===== config.mk =====
export PLATFORM = sky130hd
export DESIGN_NAME = rtsp_request_line_parser_flat
export DESIGN_NICKNAME = d
export VERILOG_FILES = /design/src/hw/rtl/rlp_pkg.sv /design/src/hw/rtl/rlp_if.sv /design/src/hw/rtl/rtsp_request_line_parser.sv /design/src/hw/rtl/rlp_keyword_unit.sv /design/src/flat_wrapper.sv
export SDC_FILE = /design/constraint.sdc
export NUM_CORES = 1
export LEC_CHECK = 0
export BUFFER_PORTS_ARGS = -buffer_cell sky130_fd_sc_hd__buf_4
export CORE_ASPECT_RATIO = 0.8
export CORE_MARGIN = 1
export CORE_UTILIZATION = 25
export DETAILED_ROUTE_END_ITERATION = 12
export GPL_ROUTABILITY_DRIVEN = 0
export GPL_TIMING_DRIVEN = 0
export PLACE_DENSITY = 0.48
export SLEW_MARGIN = 20
export SYNTH_ARGS = -nofsm -noshare
export SYNTH_HDL_FRONTEND = slang
export SYNTH_SLANG_ARGS = --single-unit
export TNS_END_PERCENT = 1

===== constraint.sdc =====
create_clock -name i_clk -period 7 [get_ports i_clk]
set_clock_uncertainty 0.05 [all_clocks]
set_input_delay 1.4 -clock i_clk [delete_from_list [all_inputs] [get_ports i_clk]]
set_output_delay 1.4 -clock i_clk [all_outputs]
set_load 0.005 [all_outputs]

===== src/hw/rtl/rlp_pkg.sv =====
// Shared types, codes and keyword tables of the RTSP request line parser.
package rlp_pkg;

    localparam int LINE_MAX_BYTES = 4096;
    // Position counter saturates at LINE_MAX_BYTES + 1.
    localparam int LINE_POS_W     = 13;
    localparam int FIELD_W        = 8;
    localparam int STATUS_W       = 3;
    localparam int CODE_W         = 4;

    localparam int KW_COUNT   = 11;
    localparam int KW_MAX_LEN = 13;

    localparam logic [STATUS_W-1:0] ST_OK         = 3'd0;
    localparam logic [STATUS_W-1:0] ST_NO_END     = 3'd1;
    localparam logic [STATUS_W-1:0] ST_METHOD_BAD = 3'd2;
    localparam logic [STATUS_W-1:0] ST_URL_BAD    = 3'd3;
    localparam logic [STATUS_W-1:0] ST_VER_BAD    = 3'd4;
    localparam logic [STATUS_W-1:0] ST_TOO_LONG   = 3'd5;

    localparam logic [CODE_W-1:0] CODE_UNKNOWN = 4'd11;

    localparam logic [7:0] CH_LF  = 8'h0A;
    localparam logic [7:0] CH_CR  = 8'h0D;
    localparam logic [7:0] CH_SP  = 8'h20;
    localparam logic [7:0] CH_TAB = 8'h09;

    // Keyword text, first character in the top byte, zero padded at the end.
    typedef logic [KW_MAX_LEN-1:0][7:0] t_kw_text;

    localparam t_kw_text KW_TEXT [KW_COUNT] = '{
        {"DESCRIBE",      40'h0},
        {"ANNOUNCE",      40'h0},
        {"GET_", "PARAMETER"   },
        {"OPTIONS",       48'h0},
        {"PAUSE",         64'h0},
        {"PLAY",          72'h0},
        {"RECORD",        56'h0},
        {"REDIRECT",      40'h0},
        {"SETUP",         64'h0},
        {"SET_", "PARAMETER"   },
        {"TEARDOWN",      40'h0}
    };

    localparam logic [3:0] KW_LEN [KW_COUNT] = '{
        4'd8, 4'd8, 4'd13, 4'd7, 4'd5, 4'd4, 4'd6, 4'd8, 4'd5, 4'd13, 4'd8
    };

    typedef struct packed {
        logic [STATUS_W-1:0]   status;
        logic [CODE_W-1:0]     method_code;
        logic [FIELD_W-1:0]    method_length;
        logic [LINE_POS_W-1:0] url_start;
        logic [FIELD_W-1:0]    url_length;
        logic [LINE_POS_W-1:0] version_start;
        logic [FIELD_W-1:0]    version_length;
        logic [LINE_POS_W-1:0] line_size;
    } t_result;

endpackage


===== src/hw/rtl/rlp_if.sv =====
// Valid/ready channel interfaces for input bytes and parse results.
interface rlp_in_if;
    logic       valid;
    logic       ready;
    logic [7:0] data_byte;
    logic       last_in_buffer;

    modport source (output valid, output data_byte, output last_in_buffer, input ready);
    modport sink   (input valid, input data_byte, input last_in_buffer, output ready);
endinterface

interface rlp_out_if;
    logic                                 valid;
    logic                                 ready;
    logic [rlp_pkg::STATUS_W-1:0]         status;
    logic [rlp_pkg::CODE_W-1:0]           method_code;
    logic [rlp_pkg::FIELD_W-1:0]          method_length;
    logic [rlp_pkg::LINE_POS_W-1:0]       url_start;
    logic [rlp_pkg::FIELD_W-1:0]          url_length;
    logic [rlp_pkg::LINE_POS_W-1:0]       version_start;
    logic [rlp_pkg::FIELD_W-1:0]          version_length;
    logic [rlp_pkg::LINE_POS_W-1:0]       line_size;

    modport source (output valid, output status, output method_code, output method_length,
                    output url_start, output url_length, output version_start,
                    output version_length, output line_size, input ready);
    modport sink   (input valid, input status, input method_code, input method_length,
                    input url_start, input url_length, input version_start,
                    input version_length, input line_size, output ready);
endinterface


===== src/hw/rtl/rtsp_request_line_parser.sv =====
// Top level of the RTSP request line parser: byte stage, parse logic, result stage.
//
//  channel   dir  handshake      beat payload
//  i_in      in   valid/ready    data_byte, last_in_buffer
//  o_out     out  valid/ready    status, method_code, lengths, offsets, line_size
//  i_cfg_*   in   write enable   max_field_len (8 bits)
//
// One beat per cycle sustained while o_out is not stalled. A byte lands in the
// input register when accepted and is parsed once the result stage has room; if
// it closes a line or ends the buffer, its result is then loaded into the output
// register, which drives o_out.valid.
// Reset is synchronous, active low; max_field_len returns to 254.
// A parsed byte needs room in the result stage, so a stalled o_out holds one
// byte in the input register and then drops i_in.ready.
module rtsp_request_line_parser (
    input  logic              i_clk,
    input  logic              i_rst_n,
    rlp_in_if.sink            i_in,
    rlp_out_if.source         o_out,
    input  logic              i_cfg_we,
    input  logic [7:0]        i_cfg_wdata
);

    localparam logic [2:0] PH_METHOD  = 3'd0;
    localparam logic [2:0] PH_GAP1    = 3'd1;
    localparam logic [2:0] PH_URL     = 3'd2;
    localparam logic [2:0] PH_GAP2    = 3'd3;
    localparam logic [2:0] PH_VERSION = 3'd4;
    localparam logic [2:0] PH_TAIL    = 3'd5;
    localparam logic [2:0] PH_SKIP    = 3'd6;

    localparam logic [rlp_pkg::LINE_POS_W-1:0] POS_MAX =
        rlp_pkg::LINE_POS_W'(rlp_pkg::LINE_MAX_BYTES);

    // Configuration
    logic [7:0] r_max_len;

    // Input stage
    logic       r_in_valid;
    logic [7:0] r_in_byte;
    logic       r_in_last;

    // Parse state
    logic [2:0]                          r_phase, n_phase;
    logic [rlp_pkg::LINE_POS_W-1:0]      r_line_pos, n_line_pos;
    logic [rlp_pkg::FIELD_W-1:0]         r_count, n_count;
    logic [rlp_pkg::KW_COUNT-1:0]        r_mask, n_mask;
    logic [rlp_pkg::FIELD_W-1:0]         r_mlen, n_mlen;
    logic [rlp_pkg::LINE_POS_W-1:0]      r_ustart, n_ustart;
    logic [rlp_pkg::FIELD_W-1:0]         r_ulen, n_ulen;
    logic [rlp_pkg::LINE_POS_W-1:0]      r_vstart, n_vstart;
    logic [rlp_pkg::FIELD_W-1:0]         r_vlen, n_vlen;
    logic [rlp_pkg::STATUS_W-1:0]        r_err, n_err;

    // Result stage
    logic             r_out_valid;
    rlp_pkg::t_result r_res;
    rlp_pkg::t_result n_res;

    logic proc;
    logic res_emit;

    logic [rlp_pkg::KW_COUNT-1:0] kw_mask_next;
    logic [rlp_pkg::CODE_W-1:0]   kw_code;

    logic is_ws, is_lf, is_cr;
    logic fail_req, grow_req, grow_fail, fail_now;
    logic [rlp_pkg::STATUS_W-1:0] fail_code, grow_code, fail_code_now;
    logic [rlp_pkg::FIELD_W-1:0]  grow_base;
    logic [rlp_pkg::STATUS_W-1:0] line_status;

    // A byte is parsed when the result stage has room.
    assign proc       = r_in_valid && (!r_out_valid || o_out.ready);
    assign i_in.ready = !r_in_valid || proc;

    assign is_ws = (r_in_byte == rlp_pkg::CH_SP) || (r_in_byte == rlp_pkg::CH_TAB);
    assign is_lf = (r_in_byte == rlp_pkg::CH_LF);
    assign is_cr = (r_in_byte == rlp_pkg::CH_CR);

    // Method matching only advances in the method phase; the code is read at
    // line end, when the mask and method length are already settled.
    rlp_keyword_unit u_kw (
        .i_mask      (r_mask),
        .i_count     (r_count),
        .i_byte      (r_in_byte),
        .i_length    (r_mlen),
        .o_mask_next (kw_mask_next),
        .o_code      (kw_code)
    );

    // Phase walk for one byte.
    always_comb begin
        n_phase   = r_phase;
        n_count   = r_count;
        n_mask    = r_mask;
        n_mlen    = r_mlen;
        n_ustart  = r_ustart;
        n_ulen    = r_ulen;
        n_vstart  = r_vstart;
        n_vlen    = r_vlen;
        fail_req  = 1'b0;
        fail_code = rlp_pkg::ST_OK;
        grow_req  = 1'b0;
        grow_code = rlp_pkg::ST_OK;
        grow_base = r_count;

        unique case (r_phase)
            PH_METHOD: begin
                if (is_ws) begin
                    n_mlen  = r_count;
                    n_phase = PH_GAP1;
                end else if (is_lf) begin
                    fail_req  = 1'b1;
                    fail_code = rlp_pkg::ST_METHOD_BAD;
                end else begin
                    n_mask    = kw_mask_next;
                    grow_req  = 1'b1;
                    grow_code = rlp_pkg::ST_METHOD_BAD;
                end
            end
            PH_GAP1: begin
                if (is_lf) begin
                    fail_req  = 1'b1;
                    fail_code = rlp_pkg::ST_URL_BAD;
                end else if (!is_ws) begin
                    n_ustart  = r_line_pos;
                    n_phase   = PH_URL;
                    grow_req  = 1'b1;
                    grow_code = rlp_pkg::ST_URL_BAD;
                    grow_base = '0;
                end
            end
            PH_URL: begin
                if (is_ws) begin
                    n_ulen  = r_count;
                    n_phase = PH_GAP2;
                end else if (is_lf) begin
                    fail_req  = 1'b1;
                    fail_code = rlp_pkg::ST_URL_BAD;
                end else begin
                    grow_req  = 1'b1;
                    grow_code = rlp_pkg::ST_URL_BAD;
                end
            end
            PH_GAP2: begin
                if (is_cr || is_lf) begin
                    n_vstart = r_line_pos;
                    n_vlen   = '0;
                    n_phase  = PH_TAIL;
                end else if (!is_ws) begin
                    n_vstart  = r_line_pos;
                    n_phase   = PH_VERSION;
                    grow_req  = 1'b1;
                    grow_code = rlp_pkg::ST_VER_BAD;
                    grow_base = '0;
                end
            end
            PH_VERSION: begin
                if (is_ws || is_cr || is_lf) begin
                    n_vlen  = r_count;
                    n_phase = PH_TAIL;
                end else begin
                    grow_req  = 1'b1;
                    grow_code = rlp_pkg::ST_VER_BAD;
                end
            end
            default: begin
                // tail and skip: bytes are ignored until line end
            end
        endcase

        // Field growth against the configured limit.
        grow_fail = grow_req && (grow_base >= r_max_len);
        if (grow_req && !grow_fail) begin
            n_count = grow_base + 8'd1;
        end

        fail_now      = fail_req || grow_fail;
        fail_code_now = fail_req ? fail_code : grow_code;
        n_err         = r_err;
        if (fail_now) begin
            if (r_err == rlp_pkg::ST_OK) begin
                n_err = fail_code_now;
            end
            n_phase = PH_SKIP;
        end

        // Byte count saturates one past the line limit.
        n_line_pos = (r_line_pos <= POS_MAX) ? r_line_pos + 1'b1 : r_line_pos;

        line_status = (n_line_pos > POS_MAX) ? rlp_pkg::ST_TOO_LONG : n_err;
    end

    // Result word; a failed line reports only its status, with the method code unknown.
    always_comb begin
        res_emit = is_lf || r_in_last;
        n_res    = '0;
        if (is_lf) begin
            n_res.status = line_status;
        end else begin
            n_res.status = rlp_pkg::ST_NO_END;
        end
        n_res.method_code = rlp_pkg::CODE_UNKNOWN;
        if (n_res.status == rlp_pkg::ST_OK) begin
            n_res.method_code    = kw_code;
            n_res.method_length  = n_mlen;
            n_res.url_start      = n_ustart;
            n_res.url_length     = n_ulen;
            n_res.version_start  = n_vstart;
            n_res.version_length = n_vlen;
            n_res.line_size      = n_line_pos;
        end
    end

    // Configuration register
    always_ff @(posedge i_clk) begin
        if (!i_rst_n) begin
            r_max_len <= 8'd254;
        end else if (i_cfg_we) begin
            r_max_len <= i_cfg_wdata;
        end
    end

    // Input stage
    always_ff @(posedge i_clk) begin
        if (!i_rst_n) begin
            r_in_valid <= 1'b0;
        end else if (i_in.ready) begin
            r_in_valid <= i_in.valid;
        end
    end

    always_ff @(posedge i_clk) begin
        if (i_in.ready && i_in.valid) begin
            r_in_byte <= i_in.data_byte;
            r_in_last <= i_in.last_in_buffer;
        end
    end

    // Parse state; every result restarts the line.
    always_ff @(posedge i_clk) begin
        if (!i_rst_n || (proc && res_emit)) begin
            r_phase    <= PH_METHOD;
            r_line_pos <= '0;
            r_count    <= '0;
            r_mask     <= '1;
            r_mlen     <= '0;
            r_ustart   <= '0;
            r_ulen     <= '0;
            r_vstart   <= '0;
            r_vlen     <= '0;
            r_err      <= rlp_pkg::ST_OK;
        end else if (proc) begin
            r_phase    <= n_phase;
            r_line_pos <= n_line_pos;
            r_count    <= n_count;
            r_mask     <= n_mask;
            r_mlen     <= n_mlen;
            r_ustart   <= n_ustart;
            r_ulen     <= n_ulen;
            r_vstart   <= n_vstart;
            r_vlen     <= n_vlen;
            r_err      <= n_err;
        end
    end

    // Result stage
    always_ff @(posedge i_clk) begin
        if (!i_rst_n) begin
            r_out_valid <= 1'b0;
        end else if (proc && res_emit) begin
            r_out_valid <= 1'b1;
        end else if (o_out.ready) begin
            r_out_valid <= 1'b0;
        end
    end

    always_ff @(posedge i_clk) begin
        if (proc && res_emit) begin
            r_res <= n_res;
        end
    end

    assign o_out.valid          = r_out_valid;
    assign o_out.status         = r_res.status;
    assign o_out.method_code    = r_res.method_code;
    assign o_out.method_length  = r_res.method_length;
    assign o_out.url_start      = r_res.url_start;
    assign o_out.url_length     = r_res.url_length;
    assign o_out.version_start  = r_res.version_start;
    assign o_out.version_length = r_res.version_length;
    assign o_out.line_size      = r_res.line_size;

    // A failed line carries no method code and no size.
    a_fail_clean: assert property (@(posedge i_clk) disable iff (!i_rst_n)
        (r_out_valid && r_res.status != rlp_pkg::ST_OK) |->
            (r_res.method_code == rlp_pkg::CODE_UNKNOWN && r_res.line_size == '0))
        else $error("failed result carries method code or size");

    // The parser restarts after each result.
    a_restart: assert property (@(posedge i_clk) disable iff (!i_rst_n)
        (proc && res_emit) |=> (r_phase == PH_METHOD && r_line_pos == '0))
        else $error("parser did not restart after result");

    // Byte count never runs past one beyond the line limit.
    a_pos_sat: assert property (@(posedge i_clk) disable iff (!i_rst_n)
        r_line_pos <= POS_MAX + 1'b1)
        else $error("line position beyond saturation");

    // A good line ends past its url and version offsets.
    a_ok_order: assert property (@(posedge i_clk) disable iff (!i_rst_n)
        (r_out_valid && r_res.status == rlp_pkg::ST_OK) |->
            (r_res.line_size != '0 && r_res.url_start < r_res.line_size
             && r_res.version_start < r_res.line_size))
        else $error("ok result with offsets past line end");

    // No byte is parsed while a result waits without room.
    a_no_overrun: assert property (@(posedge i_clk) disable iff (!i_rst_n)
        (r_out_valid && !o_out.ready) |-> !proc)
        else $error("byte parsed while result stage full");

endmodule


===== src/hw/rtl/rlp_keyword_unit.sv =====
// Parallel keyword compare for the method field and method code lookup.
module rlp_keyword_unit (
    input  logic [rlp_pkg::KW_COUNT-1:0] i_mask,
    input  logic [rlp_pkg::FIELD_W-1:0]  i_count,
    input  logic [7:0]                   i_byte,
    input  logic [rlp_pkg::FIELD_W-1:0]  i_length,
    output logic [rlp_pkg::KW_COUNT-1:0] o_mask_next,
    output logic [rlp_pkg::CODE_W-1:0]   o_code
);

    logic [3:0] char_idx;

    // Only meaningful while the count is below the keyword length.
    assign char_idx = 4'(rlp_pkg::KW_MAX_LEN - 1) - i_count[3:0];

    always_comb begin
        for (int k = 0; k < rlp_pkg::KW_COUNT; k++) begin
            o_mask_next[k] = i_mask[k]
                && (i_count < {4'b0, rlp_pkg::KW_LEN[k]})
                && (rlp_pkg::KW_TEXT[k][char_idx] == i_byte);
        end
    end

    // Lowest matching keyword wins.
    always_comb begin
        o_code = rlp_pkg::CODE_UNKNOWN;
        for (int k = rlp_pkg::KW_COUNT - 1; k >= 0; k--) begin
            if (i_mask[k] && (i_length == {4'b0, rlp_pkg::KW_LEN[k]})) begin
                o_code = 4'(k);
            end
        end
    end

endmodule

===== src/flat_wrapper.sv =====
// flat-port wrapper written by rule: the top's interface ports become plain ports
module rtsp_request_line_parser_flat 
  (i_clk, i_rst_n, i_cfg_we, i_cfg_wdata, i_in_valid, i_in_data_byte, i_in_last_in_buffer, i_in_ready, o_out_valid, o_out_status, o_out_method_code, o_out_method_length, o_out_url_start, o_out_url_length, o_out_version_start, o_out_version_length, o_out_line_size, o_out_ready);
  rlp_in_if i_in_i ();
  rlp_out_if o_out_i ();
  input  logic i_clk;
  input  logic i_rst_n;
  input  logic i_cfg_we;
  input  logic [7:0] i_cfg_wdata;
  input wire logic [$bits(i_in_i.valid)-1:0] i_in_valid;
  input wire logic [$bits(i_in_i.data_byte)-1:0] i_in_data_byte;
  input wire logic [$bits(i_in_i.last_in_buffer)-1:0] i_in_last_in_buffer;
  output wire logic [$bits(i_in_i.ready)-1:0] i_in_ready;
  output wire logic [$bits(o_out_i.valid)-1:0] o_out_valid;
  output wire logic [$bits(o_out_i.status)-1:0] o_out_status;
  output wire logic [$bits(o_out_i.method_code)-1:0] o_out_method_code;
  output wire logic [$bits(o_out_i.method_length)-1:0] o_out_method_length;
  output wire logic [$bits(o_out_i.url_start)-1:0] o_out_url_start;
  output wire logic [$bits(o_out_i.url_length)-1:0] o_out_url_length;
  output wire logic [$bits(o_out_i.version_start)-1:0] o_out_version_start;
  output wire logic [$bits(o_out_i.version_length)-1:0] o_out_version_length;
  output wire logic [$bits(o_out_i.line_size)-1:0] o_out_line_size;
  input wire logic [$bits(o_out_i.ready)-1:0] o_out_ready;
  assign i_in_i.valid = i_in_valid;
  assign i_in_i.data_byte = i_in_data_byte;
  assign i_in_i.last_in_buffer = i_in_last_in_buffer;
  assign i_in_ready = i_in_i.ready;
  assign o_out_valid = o_out_i.valid;
  assign o_out_status = o_out_i.status;
  assign o_out_method_code = o_out_i.method_code;
  assign o_out_method_length = o_out_i.method_length;
  assign o_out_url_start = o_out_i.url_start;
  assign o_out_url_length = o_out_i.url_length;
  assign o_out_version_start = o_out_i.version_start;
  assign o_out_version_length = o_out_i.version_length;
  assign o_out_line_size = o_out_i.line_size;
  assign o_out_i.ready = o_out_ready;
  rtsp_request_line_parser u_core (.i_clk(i_clk), .i_rst_n(i_rst_n), .i_in(i_in_i), .o_out(o_out_i), .i_cfg_we(i_cfg_we), .i_cfg_wdata(i_cfg_wdata));
endmodule

==> out/qor.yml <==
avgSynthCellArea_um2: 9.35
met2_usage_pct: 22.5
io_buffers: 92
crit_chain: "clkbuf_1, nor3b_1, nand3_1, o2111a_1, clkbuf_1, nor2_1, inv_1, ha_1, nand2b_1, a211o_1, and3_1, o211ai_1, nand3_1, clkbuf_1, clkbuf_1, nor4_1"
cts_resized: 0
fillers: 4286
drt_iter0_drc: 1172
max_slew_margin_pct: 24.8
drc: 0
top_level_ports: 94
synthTopCellsByArea: "edfxtp_1 23%, dfxtp_1 19%, mux2i_1 6.9%"
cellLeakagePower_uw: 0.00438
final_area_um2: 12500
htree_num_levels: 4
final_nets: 1278
rsz0062_at_grt: "false"
period_share_pct: 86.3
final_hold_viol_count: 0
grt_overflow_total: 0
layoutNonFillerInstCount: 1792
yosys_warnings: 0
cts_buffers: 17
die_area_um2: 42800
dieWidth_um: 231
crit_type: "register to register"
drt-wirelength-per-cell_um: 20.0
final_antenna_net_count: 0
max_freq_ghz: 0.165
postLayoutCoreUtil_pct: 30.4
start_util_pct: 25.6
cts.hold.buffers_added: 0
syn-num-nets: 1165
syn_inst: 1122
dp_cells: 1760
final_common_cell: "nand2_1"
cp_data_required_time_ps: 7130
ys_async_sr_fraction_pct: 0
cp.arrival_ps: 6170
synth-seq-cells: 177
slew_viol_final: 0
synth_top_area_cell: "edfxtp_1"
ys_seq_area_share_pct: 41.3
grt_use_met3_pct: 3.46
post_drt_via_cell_ratio: 5.19
max_cap_viol_count: 0
die_h_um: 185
status: "finished, final reports clean"
path_buf_inv: 5
dpl-instance-area_um2: 11900
place_hpwl_um: 26900
final_cell_mix: "103 x nand2_1, 100 x nor2_1, 98 x dfxtp_1"
postCtsSetupBuffers: 0
grtUsageMet1_pct: 26.6
crit_path_top_delay_cell: "nor3b_1"
grt_antenna_before_repair: 0
max_slew.worst_pin.slew_ps: 1120
cts.path.max_buffers: 2
grt_pass1_vias: 8804
rows: 66
vias: 9295
clk_pin_slew_ps: 80
cts.sinks: 177
grt_max_degree: 29
root_buffer: "clkbuf_16"
fin_hold_ws_ps: 411
period_needed_ps: 6040
critPathLaunchType: "register"
critPathMaxFanout: 10
grt_use_total_pct: 16.8
syn_to_final_growth_pct: 19.0
path_common_cell: "clkbuf_1"
setup_viol: 0
max_stage_delay_ps: 770
yosysTopAreaCellShare_pct: 22.6
worstSkewPairLatency_ps: 450
max-vdd-ir-drop_uv: 172
crit_family: "simple AND/OR/NAND/NOR gates"
synth_top_flop_cell: "dfxtp_1"
coreArea_um2: 41000
grt_pass1_wl_um: 54400
worst_setup_path_end_kind: "register"
tns_ps: 0
grt.busiest_layer: "met1"
synth_cell_types: 72
drtPass1Iterations: 5
synth_edf_count: 79
drive_gt1_share_pct: 16.2
wirelength_um: 35900
syn_area_um2: 10500
hold_class: "register to register"
diodes: 0
cts_tree: "done"
powerDensity_nw_per_um2: 185
logic make-up after synthesis:
| family | share of synthesized area (%) |
|---|---|
| compound gates | 15.2 |
| xor+xnor | 4.68 |
| fa+ha+maj | 2.51 |
| flops | 41.3 |
| simple gates | 24.0 |
| mux | 7.09 |
| buf+inv | 5.19 |
metal layers:
layer | share of wire, % | wire length (um) | vias to the layer above
met4 | 0.86 | 309 | 0
met5 | 0 | 0 | -
met3 | 7.5 | 2670 | 25
li1 | - | - | 4346
met1 | 53 | 18900 | 4549
met2 | 39 | 14000 | 375
worst register-to-register path, stage by stage, from the launching register on:
cell      delay [ps]
edfxtp_1         320
clkbuf_1         470
nor3b_1          770
nand3_1          230
o2111a_1         370
clkbuf_1         300
nor2_1           360
inv_1             90
ha_1             290
nand2b_1         140
a211o_1          300
and3_1           230
o211ai_1         300
nand3_1          220
clkbuf_1         430
clkbuf_1         390
nor4_1           510
cell type report:
class / instances / area [um^2] / share of cell area, %
Timing Repair Buffer: 94 / 731 / 5.85
Multi-Input combinational cell: 815 / 5620 / 45.0
Buffer: 104 / 447 / 3.58
Clock buffer: 20 / 447 / 3.58
Tap cell: 544 / 681 / 5.45
Inverter: 26 / 97.6 / 0.782
Sequential cell: 177 / 4330 / 34.7
Clock inverter: 12 / 125 / 1.00
through the flow:
step / power [uW] / setup WS (ps)
after floorplan: 1280 / 1200
after global placement: 1370 / -1160
after detailed placement: 1370 / 1140
after CTS: 2320 / 1100
after global routing: 2390 / 686
final: 2310 / 956
report_power, final:
part	switching (uW)	internal, uW
clock	451	509
sequential	14.8	1090
combinational	159	82.2
total	624	1690
path summary, 6_finish.rpt:
kind / cells past startpoint / start / slack, ps / to
max: 16 / u_core.r_in_byte[1]$_DFFE_PP_ / 960 / u_core.o_out.method_length[1]$_SDFFCE_PP0P_
min: 2 / u_core.r_ulen[2]$_SDFFE_PP0P_ / 410 / u_core.r_ulen[2]$_SDFFE_PP0P_
max reg2reg: 16 / u_core.r_in_byte[1]$_DFFE_PP_ / 960 / u_core.o_out.method_length[1]$_SDFFCE_PP0P_
min reg2reg: 2 / u_core.r_ulen[2]$_SDFFE_PP0P_ / 410 / u_core.r_ulen[2]$_SDFFE_PP0P_
registers in the layout, indices dropped and copies added, names as in the netlist, 3 cells and up:
name,cells
u_core.o_out.version_start,13
u_core.r_line_pos,13
u_core.o_out.version_length,8
u_core.r_mask,11
u_core.r_vlen,8
u_core.o_out.status,3
u_core.r_max_len,8
u_core.r_ustart,13
u_core.r_vstart,13
u_core.r_count,8
u_core.r_ulen,8
u_core.r_phase,3
u_core.o_out.url_length,8
u_core.o_out.method_length,8
u_core.r_in_byte,8
u_core.o_out.line_size,13
u_core.o_out.method_code,4
u_core.o_out.url_start,13
u_core.r_mlen,8
u_core.r_err,3
synthesized netlist by cell type, types with 8 or more instances:
master,instances
o211ai_1,14
nand2_1,103
or3_1,10
edfxtp_1,79
dfxtp_1,98
inv_1,22
nand3_1,32
xnor2_1,38
xor2_1,18
a31oi_1,15
nor4_2,45
a22oi_1,11
a21oi_1,61
nand2b_1,10
nor3_1,23
o21ai_0,38
a211oi_1,8
nor2b_1,20
nor4_1,18
and3_1,16
ha_1,21
a2111oi_2,8
clkbuf_1,92
o21a_1,9
nor2_1,101
mux2i_1,72
nand4_1,14
Power figures use the tool's default switching activity.
